## src/hdl/md5bk_pkg.sv

```systemverilog
// Shared types, constants and MD5 round tables for the key derivation block.
package md5bk_pkg;

  // Controller states
  typedef enum logic [2:0] {
    ST_IDLE,
    ST_FILL,
    ST_RADDR,
    ST_ROUND,
    ST_FOLD,
    ST_EMIT
  } md5bk_state_t;

  // Configuration register indexes
  typedef enum logic [2:0] {
    REG_PW_LEN   = 3'd0,
    REG_SALT_LEN = 3'd1,
    REG_ROUNDS   = 3'd2,
    REG_KEY_LEN  = 3'd3,
    REG_IV_LEN   = 3'd4
  } md5bk_reg_t;

  localparam int CFG_AW       = 5;
  localparam int DIGEST_BYTES = 16;

  localparam logic [31:0] MD5_IV [4] = '{
    32'h67452301, 32'hefcdab89, 32'h98badcfe, 32'h10325476
  };

  localparam logic [31:0] MD5_K [64] = '{
    32'hd76aa478, 32'he8c7b756, 32'h242070db, 32'hc1bdceee,
    32'hf57c0faf, 32'h4787c62a, 32'ha8304613, 32'hfd469501,
    32'h698098d8, 32'h8b44f7af, 32'hffff5bb1, 32'h895cd7be,
    32'h6b901122, 32'hfd987193, 32'ha679438e, 32'h49b40821,
    32'hf61e2562, 32'hc040b340, 32'h265e5a51, 32'he9b6c7aa,
    32'hd62f105d, 32'h02441453, 32'hd8a1e681, 32'he7d3fbc8,
    32'h21e1cde6, 32'hc33707d6, 32'hf4d50d87, 32'h455a14ed,
    32'ha9e3e905, 32'hfcefa3f8, 32'h676f02d9, 32'h8d2a4c8a,
    32'hfffa3942, 32'h8771f681, 32'h6d9d6122, 32'hfde5380c,
    32'ha4beea44, 32'h4bdecfa9, 32'hf6bb4b60, 32'hbebfbc70,
    32'h289b7ec6, 32'heaa127fa, 32'hd4ef3085, 32'h04881d05,
    32'hd9d4d039, 32'he6db99e5, 32'h1fa27cf8, 32'hc4ac5665,
    32'hf4292244, 32'h432aff97, 32'hab9423a7, 32'hfc93a039,
    32'h655b59c3, 32'h8f0ccc92, 32'hffeff47d, 32'h85845dd1,
    32'h6fa87e4f, 32'hfe2ce6e0, 32'ha3014314, 32'h4e0811a1,
    32'hf7537e82, 32'hbd3af235, 32'h2ad7d2bb, 32'heb86d391
  };

  // Rotate amount of a round
  function automatic logic [4:0] md5_s(input logic [5:0] r);
    logic [4:0] s;
    case ({r[5:4], r[1:0]})
      4'd0:  s = 5'd7;
      4'd1:  s = 5'd12;
      4'd2:  s = 5'd17;
      4'd3:  s = 5'd22;
      4'd4:  s = 5'd5;
      4'd5:  s = 5'd9;
      4'd6:  s = 5'd14;
      4'd7:  s = 5'd20;
      4'd8:  s = 5'd4;
      4'd9:  s = 5'd11;
      4'd10: s = 5'd16;
      4'd11: s = 5'd23;
      4'd12: s = 5'd6;
      4'd13: s = 5'd10;
      4'd14: s = 5'd15;
      default: s = 5'd21;
    endcase
    return s;
  endfunction

  // Message word index of a round
  function automatic logic [3:0] md5_g(input logic [5:0] r);
    logic [8:0] t;
    case (r[5:4])
      2'd0:    t = 9'(r);
      2'd1:    t = 9'(r) * 9'd5 + 9'd1;
      2'd2:    t = 9'(r) * 9'd3 + 9'd5;
      default: t = 9'(r) * 9'd7;
    endcase
    return t[3:0];
  endfunction

endpackage

```

## src/hdl/md5bk_ram.sv

```systemverilog
// Generic single-write, single-read RAM with registered read data.
module md5bk_ram #(
  parameter int WIDTH = 8,
  parameter int DEPTH = 16
) (
  input  logic                     clk,
  input  logic                     we,
  input  logic [$clog2(DEPTH)-1:0] waddr,
  input  logic [WIDTH-1:0]         wdata,
  input  logic [$clog2(DEPTH)-1:0] raddr,
  output logic [WIDTH-1:0]         rdata
);

  logic [WIDTH-1:0] mem [DEPTH];

  // Write and registered read
  always_ff @(posedge clk) begin
    if (we) begin
      mem[waddr] <= wdata;
    end
    rdata <= mem[raddr];
  end

endmodule

```

## src/hdl/md5_bytes_to_key_derivation.sv

```systemverilog
// Top level: MD5-based key and IV derivation with byte-stream load and emit.
// Loading: one password or salt byte per cycle, in_tready high while idle.
// Each 64-byte MD5 block runs fill, first-word fetch, the rounds and a fold in that order; a digest
// is 1 or 2 blocks plus one block per extra round, then up to 16 of its bytes are emitted.
// Output bytes leave one per cycle during emit, via an output register, when out_tready is high.
// Reset (rst_n low, synchronous) returns to idle with default register values.
module md5_bytes_to_key_derivation #(
  parameter int MAX_PASSWORD_BYTES = 64,
  parameter int MAX_SALT_BYTES     = 16,
  parameter int MAX_OUTPUT_BYTES   = 48
) (
  input  logic                         clk,
  input  logic                         rst_n,
  input  logic                         in_tvalid,
  output logic                         in_tready,
  input  logic [7:0]                   in_tdata,   // [7:0] in_byte
  input  logic                         in_tuser,   // [0] is_salt
  input  logic                         in_tlast,
  output logic                         out_tvalid,
  input  logic                         out_tready,
  output logic [7:0]                   out_tdata,  // [7:0] out_byte
  output logic                         out_tuser,  // [0] is_iv
  output logic                         out_tlast,
  input  logic                         cfg_psel,
  input  logic                         cfg_penable,
  input  logic                         cfg_pwrite,
  input  logic [md5bk_pkg::CFG_AW-1:0] cfg_paddr,
  input  logic [31:0]                  cfg_pwdata,
  output logic [31:0]                  cfg_prdata,
  output logic                         cfg_pready
);

  localparam int PW   = $clog2(16 + MAX_PASSWORD_BYTES + MAX_SALT_BYTES + 128);
  localparam int LCW  = $clog2(MAX_PASSWORD_BYTES + MAX_SALT_BYTES + 1);
  localparam int BD   = MAX_PASSWORD_BYTES + MAX_SALT_BYTES;
  localparam int BAW  = $clog2(BD);
  localparam int LBW  = PW + 3;

  // Registers
  md5bk_pkg::md5bk_state_t state_r, state_nxt;
  logic [6:0]   pl_r, pl_nxt;
  logic [4:0]   sl_r, sl_nxt;
  logic [15:0]  hr_r, hr_nxt;
  logic [5:0]   kl_r, kl_nxt;
  logic [4:0]   il_r, il_nxt;
  logic [LCW-1:0] lc_r, lc_nxt;
  logic         out_valid_r, out_valid_nxt;
  logic         st_v_r, st_v_nxt;
  logic [6:0]   fi_r, fi_nxt;
  logic [5:0]   rnd_r, rnd_nxt;
  logic [4:0]   di_r, di_nxt;
  logic [6:0]   epos_r, epos_nxt;
  logic [15:0]  rcnt_r, rcnt_nxt;

  logic [31:0]  a_r, a_nxt, b_r, b_nxt, c_r, c_nxt, d_r, d_nxt;
  logic [3:0][31:0] h_r, h_nxt;
  logic [127:0] digest_r, digest_nxt;
  logic [23:0]  wacc_r, wacc_nxt;
  logic [5:0]   st_i_r, st_i_nxt;
  logic         st_ram_r, st_ram_nxt;
  logic [7:0]   st_val_r, st_val_nxt;
  logic [PW-1:0] blk_r, blk_nxt, mlen_r, mlen_nxt, pre_r, pre_nxt;
  logic [PW-1:0] plen_r, plen_nxt, slen_r, slen_nxt;
  logic [6:0]   klen_r, klen_nxt, need_r, need_nxt;
  logic [7:0]   ob_r, ob_nxt;
  logic         oiv_r, oiv_nxt, olast_r, olast_nxt;

  // Memory ports
  logic           b_we;
  logic [BAW-1:0] b_waddr, b_raddr;
  logic [7:0]     b_rdata;
  logic           m_we;
  logic [3:0]     m_waddr, m_raddr;
  logic [31:0]    m_wdata, m_rdata;

  // Derived values
  logic [PW-1:0]  plen_c, slen_c, p, pp, lc_w;
  logic [6:0]     klen_c, vlen_c, rem_c, need_c;
  logic [15:0]    rounds_c;
  logic           lastblk, cfg_wr, in_acc, out_free;
  logic [LBW-1:0] lbits;
  logic [7:0]     fill_byte, issue_val;
  logic           issue_ram;
  logic [BAW-1:0] issue_addr;
  logic [31:0]    f_c, t_c, rot_c;
  logic [63:0]    rot_w;
  logic [3:0][31:0] hsum;

  md5bk_ram #(.WIDTH(8), .DEPTH(BD)) u_bytes (
    .clk(clk), .we(b_we), .waddr(b_waddr), .wdata(in_tdata),
    .raddr(b_raddr), .rdata(b_rdata)
  );

  md5bk_ram #(.WIDTH(32), .DEPTH(16)) u_block (
    .clk(clk), .we(m_we), .waddr(m_waddr), .wdata(m_wdata),
    .raddr(m_raddr), .rdata(m_rdata)
  );

  // Clamp lengths
  assign plen_c = (PW'(pl_r) > PW'(MAX_PASSWORD_BYTES)) ? PW'(MAX_PASSWORD_BYTES) : PW'(pl_r);
  assign slen_c = (PW'(sl_r) > PW'(MAX_SALT_BYTES)) ? PW'(MAX_SALT_BYTES) : PW'(sl_r);
  assign klen_c = (7'(kl_r) > 7'(MAX_OUTPUT_BYTES)) ? 7'(MAX_OUTPUT_BYTES) : 7'(kl_r);
  assign rem_c  = 7'(MAX_OUTPUT_BYTES) - klen_c;
  assign vlen_c = (7'(il_r) > rem_c) ? rem_c : 7'(il_r);
  assign need_c = klen_c + vlen_c;
  assign rounds_c = (hr_r == 16'd0) ? 16'd1 : hr_r;

  // Byte store write on load
  assign in_tready = (state_r == md5bk_pkg::ST_IDLE);
  assign in_acc    = in_tvalid && in_tready;
  assign lc_w      = PW'(lc_r);
  always_comb begin
    b_we    = 1'b0;
    b_waddr = BAW'(lc_r);
    if (!in_tuser) begin
      b_we = in_acc && (lc_w < PW'(MAX_PASSWORD_BYTES));
    end else begin
      b_we    = in_acc && (lc_w >= plen_c) && (lc_w - plen_c < PW'(MAX_SALT_BYTES));
      b_waddr = BAW'(PW'(MAX_PASSWORD_BYTES) + lc_w - plen_c);
    end
  end

  // Classify the message byte at the fill position
  assign p       = blk_r + PW'(fi_r);
  assign pp      = p - pre_r;
  assign lastblk = (blk_r + PW'(64)) >= (mlen_r + PW'(9));
  assign lbits   = {mlen_r, 3'b000};
  always_comb begin
    issue_ram  = 1'b0;
    issue_val  = 8'h00;
    issue_addr = BAW'(pp);
    if (p < pre_r) begin
      issue_val = digest_r[{p[3:0], 3'b000} +: 8];
    end else if (p < mlen_r) begin
      issue_ram = 1'b1;
      if (pp >= plen_r) begin
        issue_addr = BAW'(PW'(MAX_PASSWORD_BYTES) + pp - plen_r);
      end
    end else if (p == mlen_r) begin
      issue_val = 8'h80;
    end else if (lastblk && fi_r >= 7'd56) begin
      issue_val = 8'(lbits >> {fi_r[2:0], 3'b000});
    end
  end
  assign b_raddr   = issue_addr;
  assign fill_byte = st_ram_r ? b_rdata : st_val_r;

  // Assemble message words
  always_comb begin
    wacc_nxt = wacc_r;
    m_we     = 1'b0;
    m_waddr  = st_i_r[5:2];
    m_wdata  = {fill_byte, wacc_r};
    if (st_v_r) begin
      case (st_i_r[1:0])
        2'd0:    wacc_nxt[7:0]   = fill_byte;
        2'd1:    wacc_nxt[15:8]  = fill_byte;
        2'd2:    wacc_nxt[23:16] = fill_byte;
        default: m_we = 1'b1;
      endcase
    end
  end

  // One MD5 round
  always_comb begin
    case (rnd_r[5:4])
      2'd0:    f_c = (b_r & c_r) | (~b_r & d_r);
      2'd1:    f_c = (d_r & b_r) | (~d_r & c_r);
      2'd2:    f_c = b_r ^ c_r ^ d_r;
      default: f_c = c_r ^ (b_r | ~d_r);
    endcase
  end
  assign t_c   = a_r + f_c + md5bk_pkg::MD5_K[rnd_r] + m_rdata;
  assign rot_w = {t_c, t_c} << md5bk_pkg::md5_s(rnd_r);
  assign rot_c = rot_w[63:32];
  assign hsum[0] = h_r[0] + a_r;
  assign hsum[1] = h_r[1] + b_r;
  assign hsum[2] = h_r[2] + c_r;
  assign hsum[3] = h_r[3] + d_r;
  assign m_raddr = (state_r == md5bk_pkg::ST_ROUND) ? md5bk_pkg::md5_g(rnd_r + 6'd1)
                                                     : md5bk_pkg::md5_g(6'd0);

  // Configuration port
  assign cfg_pready = 1'b1;
  assign cfg_wr     = cfg_psel && cfg_penable && cfg_pwrite;
  always_comb begin
    pl_nxt = pl_r;
    sl_nxt = sl_r;
    hr_nxt = hr_r;
    kl_nxt = kl_r;
    il_nxt = il_r;
    cfg_prdata = 32'd0;
    unique case (md5bk_pkg::md5bk_reg_t'(cfg_paddr[4:2]))
      md5bk_pkg::REG_PW_LEN: begin
        cfg_prdata = 32'(pl_r);
        if (cfg_wr) pl_nxt = cfg_pwdata[6:0];
      end
      md5bk_pkg::REG_SALT_LEN: begin
        cfg_prdata = 32'(sl_r);
        if (cfg_wr) sl_nxt = cfg_pwdata[4:0];
      end
      md5bk_pkg::REG_ROUNDS: begin
        cfg_prdata = 32'(hr_r);
        if (cfg_wr) hr_nxt = cfg_pwdata[15:0];
      end
      md5bk_pkg::REG_KEY_LEN: begin
        cfg_prdata = 32'(kl_r);
        if (cfg_wr) kl_nxt = cfg_pwdata[5:0];
      end
      md5bk_pkg::REG_IV_LEN: begin
        cfg_prdata = 32'(il_r);
        if (cfg_wr) il_nxt = cfg_pwdata[4:0];
      end
      default: cfg_prdata = 32'd0;
    endcase
  end

  // Next state and datapath control
  assign out_free = !out_valid_r || out_tready;
  always_comb begin
    state_nxt     = state_r;
    lc_nxt        = lc_r;
    out_valid_nxt = out_valid_r && !out_tready;
    st_v_nxt      = 1'b0;
    fi_nxt        = fi_r;
    rnd_nxt       = rnd_r;
    di_nxt        = di_r;
    epos_nxt      = epos_r;
    rcnt_nxt      = rcnt_r;
    a_nxt = a_r; b_nxt = b_r; c_nxt = c_r; d_nxt = d_r;
    h_nxt      = h_r;
    digest_nxt = digest_r;
    st_i_nxt   = fi_r[5:0];
    st_ram_nxt = issue_ram;
    st_val_nxt = issue_val;
    blk_nxt  = blk_r;
    mlen_nxt = mlen_r;
    pre_nxt  = pre_r;
    plen_nxt = plen_r;
    slen_nxt = slen_r;
    klen_nxt = klen_r;
    need_nxt = need_r;
    ob_nxt = ob_r; oiv_nxt = oiv_r; olast_nxt = olast_r;
    unique case (state_r)
      md5bk_pkg::ST_IDLE: begin
        if (in_acc) begin
          if (lc_w < PW'(BD)) lc_nxt = lc_r + LCW'(1);
          if (in_tlast) begin
            lc_nxt   = '0;
            plen_nxt = plen_c;
            slen_nxt = slen_c;
            klen_nxt = klen_c;
            need_nxt = need_c;
            epos_nxt = '0;
            rcnt_nxt = rounds_c;
            pre_nxt  = '0;
            mlen_nxt = plen_c + slen_c;
            blk_nxt  = '0;
            fi_nxt   = '0;
            h_nxt    = {md5bk_pkg::MD5_IV[3], md5bk_pkg::MD5_IV[2],
                        md5bk_pkg::MD5_IV[1], md5bk_pkg::MD5_IV[0]};
            a_nxt = md5bk_pkg::MD5_IV[0]; b_nxt = md5bk_pkg::MD5_IV[1];
            c_nxt = md5bk_pkg::MD5_IV[2]; d_nxt = md5bk_pkg::MD5_IV[3];
            if (need_c != 7'd0) state_nxt = md5bk_pkg::ST_FILL;
          end
        end
      end
      md5bk_pkg::ST_FILL: begin
        if (fi_r == 7'd64) begin
          state_nxt = md5bk_pkg::ST_RADDR;
        end else begin
          st_v_nxt = 1'b1;
          fi_nxt   = fi_r + 7'd1;
        end
      end
      md5bk_pkg::ST_RADDR: begin
        rnd_nxt   = '0;
        state_nxt = md5bk_pkg::ST_ROUND;
      end
      md5bk_pkg::ST_ROUND: begin
        a_nxt   = d_r;
        d_nxt   = c_r;
        c_nxt   = b_r;
        b_nxt   = b_r + rot_c;
        rnd_nxt = rnd_r + 6'd1;
        if (rnd_r == 6'd63) state_nxt = md5bk_pkg::ST_FOLD;
      end
      md5bk_pkg::ST_FOLD: begin
        fi_nxt = '0;
        if (lastblk) begin
          digest_nxt = hsum;
          h_nxt      = {md5bk_pkg::MD5_IV[3], md5bk_pkg::MD5_IV[2],
                        md5bk_pkg::MD5_IV[1], md5bk_pkg::MD5_IV[0]};
          a_nxt = md5bk_pkg::MD5_IV[0]; b_nxt = md5bk_pkg::MD5_IV[1];
          c_nxt = md5bk_pkg::MD5_IV[2]; d_nxt = md5bk_pkg::MD5_IV[3];
          blk_nxt = '0;
          if (rcnt_r > 16'd1) begin
            // rehash the digest alone
            rcnt_nxt  = rcnt_r - 16'd1;
            pre_nxt   = PW'(md5bk_pkg::DIGEST_BYTES);
            mlen_nxt  = PW'(md5bk_pkg::DIGEST_BYTES);
            state_nxt = md5bk_pkg::ST_FILL;
          end else begin
            di_nxt    = '0;
            state_nxt = md5bk_pkg::ST_EMIT;
          end
        end else begin
          blk_nxt = blk_r + PW'(64);
          h_nxt   = hsum;
          a_nxt = hsum[0]; b_nxt = hsum[1]; c_nxt = hsum[2]; d_nxt = hsum[3];
          state_nxt = md5bk_pkg::ST_FILL;
        end
      end
      md5bk_pkg::ST_EMIT: begin
        if (out_free) begin
          if (di_r < 5'd16 && epos_r < need_r) begin
            out_valid_nxt = 1'b1;
            ob_nxt    = digest_r[{di_r[3:0], 3'b000} +: 8];
            oiv_nxt   = (epos_r >= klen_r);
            olast_nxt = (epos_r + 7'd1 == need_r);
            di_nxt    = di_r + 5'd1;
            epos_nxt  = epos_r + 7'd1;
          end else if (epos_r == need_r) begin
            state_nxt = md5bk_pkg::ST_IDLE;
          end else begin
            // next digest over previous digest, password and salt
            rcnt_nxt  = rounds_c;
            pre_nxt   = PW'(md5bk_pkg::DIGEST_BYTES);
            mlen_nxt  = PW'(md5bk_pkg::DIGEST_BYTES) + plen_r + slen_r;
            blk_nxt   = '0;
            fi_nxt    = '0;
            state_nxt = md5bk_pkg::ST_FILL;
          end
        end
      end
      default: state_nxt = md5bk_pkg::ST_IDLE;
    endcase
  end

  // Control registers
  always_ff @(posedge clk) begin
    if (!rst_n) begin
      state_r     <= md5bk_pkg::ST_IDLE;
      pl_r        <= 7'd0;
      sl_r        <= 5'd8;
      hr_r        <= 16'd1;
      kl_r        <= 6'd16;
      il_r        <= 5'd16;
      lc_r        <= '0;
      out_valid_r <= 1'b0;
      st_v_r      <= 1'b0;
      fi_r        <= '0;
      rnd_r       <= '0;
      di_r        <= '0;
      epos_r      <= '0;
      rcnt_r      <= '0;
    end else begin
      state_r     <= state_nxt;
      pl_r        <= pl_nxt;
      sl_r        <= sl_nxt;
      hr_r        <= hr_nxt;
      kl_r        <= kl_nxt;
      il_r        <= il_nxt;
      lc_r        <= lc_nxt;
      out_valid_r <= out_valid_nxt;
      st_v_r      <= st_v_nxt;
      fi_r        <= fi_nxt;
      rnd_r       <= rnd_nxt;
      di_r        <= di_nxt;
      epos_r      <= epos_nxt;
      rcnt_r      <= rcnt_nxt;
    end
  end

  // Payload registers
  always_ff @(posedge clk) begin
    a_r      <= a_nxt;
    b_r      <= b_nxt;
    c_r      <= c_nxt;
    d_r      <= d_nxt;
    h_r      <= h_nxt;
    digest_r <= digest_nxt;
    wacc_r   <= wacc_nxt;
    st_i_r   <= st_i_nxt;
    st_ram_r <= st_ram_nxt;
    st_val_r <= st_val_nxt;
    blk_r    <= blk_nxt;
    mlen_r   <= mlen_nxt;
    pre_r    <= pre_nxt;
    plen_r   <= plen_nxt;
    slen_r   <= slen_nxt;
    klen_r   <= klen_nxt;
    need_r   <= need_nxt;
    ob_r     <= ob_nxt;
    oiv_r    <= oiv_nxt;
    olast_r  <= olast_nxt;
  end

  assign out_tvalid = out_valid_r;
  assign out_tdata  = ob_r;
  assign out_tuser  = oiv_r;
  assign out_tlast  = olast_r;

endmodule

```

## config.mk

```make
export PLATFORM = sky130hd
export DESIGN_NAME = md5_bytes_to_key_derivation
export DESIGN_NICKNAME = d
export VERILOG_FILES = /design/src/hdl/md5bk_pkg.sv /design/src/hdl/md5bk_ram.sv /design/src/hdl/md5_bytes_to_key_derivation.sv
export SDC_FILE = /design/constraint.sdc
export NUM_CORES = 2
export LEC_CHECK = 0
export ABC_AREA = 1
export CAP_MARGIN = 20
export CORE_MARGIN = 10
export CORE_UTILIZATION = 35
export DETAILED_ROUTE_END_ITERATION = 10
export DONT_BUFFER_PORTS = 1
export PLACE_DENSITY_LB_ADDON = 0.05
export SETUP_SLACK_MARGIN = 0.02
export SYNTH_ARGS = -nofsm -noshare
export SYNTH_HDL_FRONTEND = slang
export SYNTH_SLANG_ARGS = --single-unit
```

## constraint.sdc

```tcl
create_clock -name clk -period 21.5 [get_ports clk]
set_clock_uncertainty 0.2 [all_clocks]
set_input_delay 6.45 -clock clk [delete_from_list [all_inputs] [get_ports clk]]
set_output_delay 6.45 -clock clk [all_outputs]
set_load 0.01 [all_outputs]
```

==> run metrics <==
status complete, no violations; FF-to-FF setup slack 10.51 ns; Post-Route WL 335,000 um; CP delay by family, top compound AO/OA/AOI/OAI gates; clk buf depth 4; die width 540 um; Final #Nets 10,499; worst skew pair latency 0.92 ns; RSZ-0062 raised after global routing no; via count 72,336; setup total negative slack 0 ns; largest cells by area after synthesis edfxtp_1 51%, nand2_1 7.1%, inv_1 6.3%; worst hold path class register to register; GP Congestion 0.913; CTS Buf Count 212; share of cells above drive strength 1 5.45%; Final Cycle Share 65.9%; Worst Path Arrival 7.52 ns; clock transition at the registers of the reported paths 0.06 ns; CTS Root Cell clkbuf_16; fin. max-slew vios 0; register bit total from synthesis 1,758; Rel. slew slack 22.0%; Worst Tran Pin Value 1.17 ns; final core occ 39.0%; Setup-failing EPs final 0; dpl hpwl 227,000 um; Worst setup SP type input port; largest net degree at the start of global routing 165; Post-DRT Antenna Nets 0; DR pass1 iterations 6; slowest stage cell, crit path o2111ai_1; asr flop ratio synth 0%; Post-synth EDFFs 1,606; TritonCTS clock tree built; WP data required 14.85 ns; Syn Inst Count 10,165; setup bufs post-CTS 0; Mapped Area 94,600 um2; FF-to-FF path depth 45; post_cts resized 0; Synth area leader edfxtp_1; Min-Delay Path Depth 0; initial core utilization 35.2%; Die Y 540 um; final period demand of the worst path 14.17 ns; Main synth FF type edfxtp_1; area grow syn2layout 10.7%; RR Endpoint b_r[27]$_SDFFCE_PN1P_; FP Rows 190; Core Area 268,000 um2; top achievable clock speed 70.6 MHz; distinct cell type count after synthesis 77; yosys warns 0; DR DRC count 0; Vias/cell 5.25; RR Startpoint rnd_r[0]$_SDFFE_PN0N_; Crit. End Element output port; CP bufs+invs 1; Worst Hold Launch fi_r[4]$_SDFFE_PN0P_; worst setup path start cfg_paddr[4]; max incr delay on CP 0.45 ns; Final Cell Area 105,000 um2; Max-cap violations 0; Port-buffer cells 0; via count of the first global-routing pass 68,811; Detailed Route Iter0 Violations 6,202; initial antenna violation count 9; # IOs 99; first-pass GRT wire length 482,000 um; Hold Vio Cnt, Final 0; CTS H-tree lvls 4; clk sinks 1,758; WL per Instance 24.3 um; die footprint 291,000 um2; Area after DPL 98,000 um2; crit path kind input port to output port; crit-path cells nor3_1, inv_1, o2111ai_1; global route overflow 0; worst-path maximum fanout 15; part of the Yosys area used for sequential elements 54.2%; top-area cell type share of the netlist area 51.0%; Hold-fix buffers, CTS 0; Syn Area/Cell 9.30 um2; hold path endpoint st_i_r[4]$_DFF_P_; Total GRT Usage 22.0%
[logic make-up (layout without fill, tap and decap cells)]
kind of cell             count (synthesis)  after routing  share of synthesized area (%)
AO/OA/AOI/OAI                         1992           1992                           12.1
XOR/XNOR                               158            158                           1.49
adder cells (fa/ha/maj)                386            386                           5.74
buffers and inverters                 2062           2106                           8.74
flip-flops                            1758           1758                           54.2
multiplexers                            76             76                          0.815
other                                    2             18                        0.00794
AND/OR/NAND/NOR                       3731           3731                           16.9
[area by class of cell]
class | count | area, um2
timing repair buffer | 111 | 878
multi-input combinational | 6360 | 35300
clock buffer | 275 | 5680
inverter | 1616 | 6080
antenna | 1 | 2.50
clock inverter | 104 | 950
fill | 26806 | 164000
sequential | 1758 | 51300
tap | 3552 | 4440
[Yosys cell counts, drive strengths merged (35+ instances only)]
| master | number |
|---|---|
| fa | 80 |
| nor3 | 97 |
| mux2i | 68 |
| or2 | 64 |
| clkbuf | 226 |
| nand4 | 44 |
| o221ai | 129 |
| xor2 | 116 |
| dfxtp | 152 |
| ha | 306 |
| nor4 | 43 |
| edfxtp | 1606 |
| o21ai | 816 |
| a31oi | 35 |
| xnor2 | 42 |
| nor2 | 716 |
| a21oi | 622 |
| buf | 220 |
| o22ai | 96 |
| inv | 1604 |
| o211ai | 132 |
| nand3 | 957 |
| nand2 | 1788 |
[worst max-delay path by stage]
stage | end | cells past startpoint
3_5_place_dp | cfg_prdata[2] | 3
4_1_cts | cfg_prdata[2] | 3
2_1_floorplan | cfg_prdata[6] | 4
3_3_place_gp | cfg_prdata[1] | 4
6_report | cfg_prdata[2] | 3
5_1_grt | cfg_prdata[4] | 4
[layer usage]
layer	up-vias	global-route usage [%]	wire length (um)
li1	34515	-	-
met1	35346	30.1	150000
met2	2022	36.7	158000
met3	451	2.46	15900
met4	2	6.41	10700
met5	-	0	13
[sequential cells by signal (all words and copies together), names as in the netlist, 16 cells and up, named ones only]
name / flops
digest_r: 128
h_r: 128
rcnt_r: 16
u_bytes.mem: 640
u_block.rdata: 32
b_r: 32
u_block.mem: 512
d_r: 32
a_r: 32
c_r: 32
hr_r: 16
wacc_r: 24
[cells in the final DEF (no fill, tap or decap), types with 17 or more instances in the layout]
| cell | count |
|---|---|
| nor4_1 | 42 |
| nand4_1 | 44 |
| ha_1 | 306 |
| mux2i_1 | 68 |
| nor3_1 | 93 |
| a21oi_1 | 618 |
| conb_1 | 17 |
| a21o_1 | 25 |
| clkbuf_1 | 51 |
| o21ai_1 | 103 |
| xnor2_1 | 41 |
| clkinv_1 | 46 |
| xor2_1 | 115 |
| inv_1 | 1586 |
| clkinv_2 | 38 |
| o221ai_1 | 129 |
| clkbuf_16 | 214 |
| a211oi_1 | 19 |
| nand3_1 | 951 |
| dfxtp_1 | 149 |
| nand2_1 | 1779 |
| o211ai_1 | 132 |
| fa_1 | 80 |
| nor2_1 | 687 |
| o21ai_0 | 708 |
| o22ai_1 | 96 |
| o21a_1 | 23 |
| edfxtp_1 | 1606 |
| o21bai_1 | 18 |
| a31oi_1 | 35 |
| or2_2 | 57 |
| buf_4 | 107 |
| nor2_4 | 20 |
[stage by stage]
stage | hold slack [ns] | std cells | worst slack (ns)
final | 0.266 | 13777 | 7.33
after CTS | 0.265 | 13775 | 7.35
after floorplan | 0.152 | 10180 | 7.58
after global routing | 0.274 | 13777 | 7.23
after global placement | 0.261 | 13394 | 7.36
after detailed placement | 0.256 | 13396 | 7.35
Power is left out: the tool's default activity adds up to more than one toggle a clock period on the data nets, which glitch-free logic cannot reach.
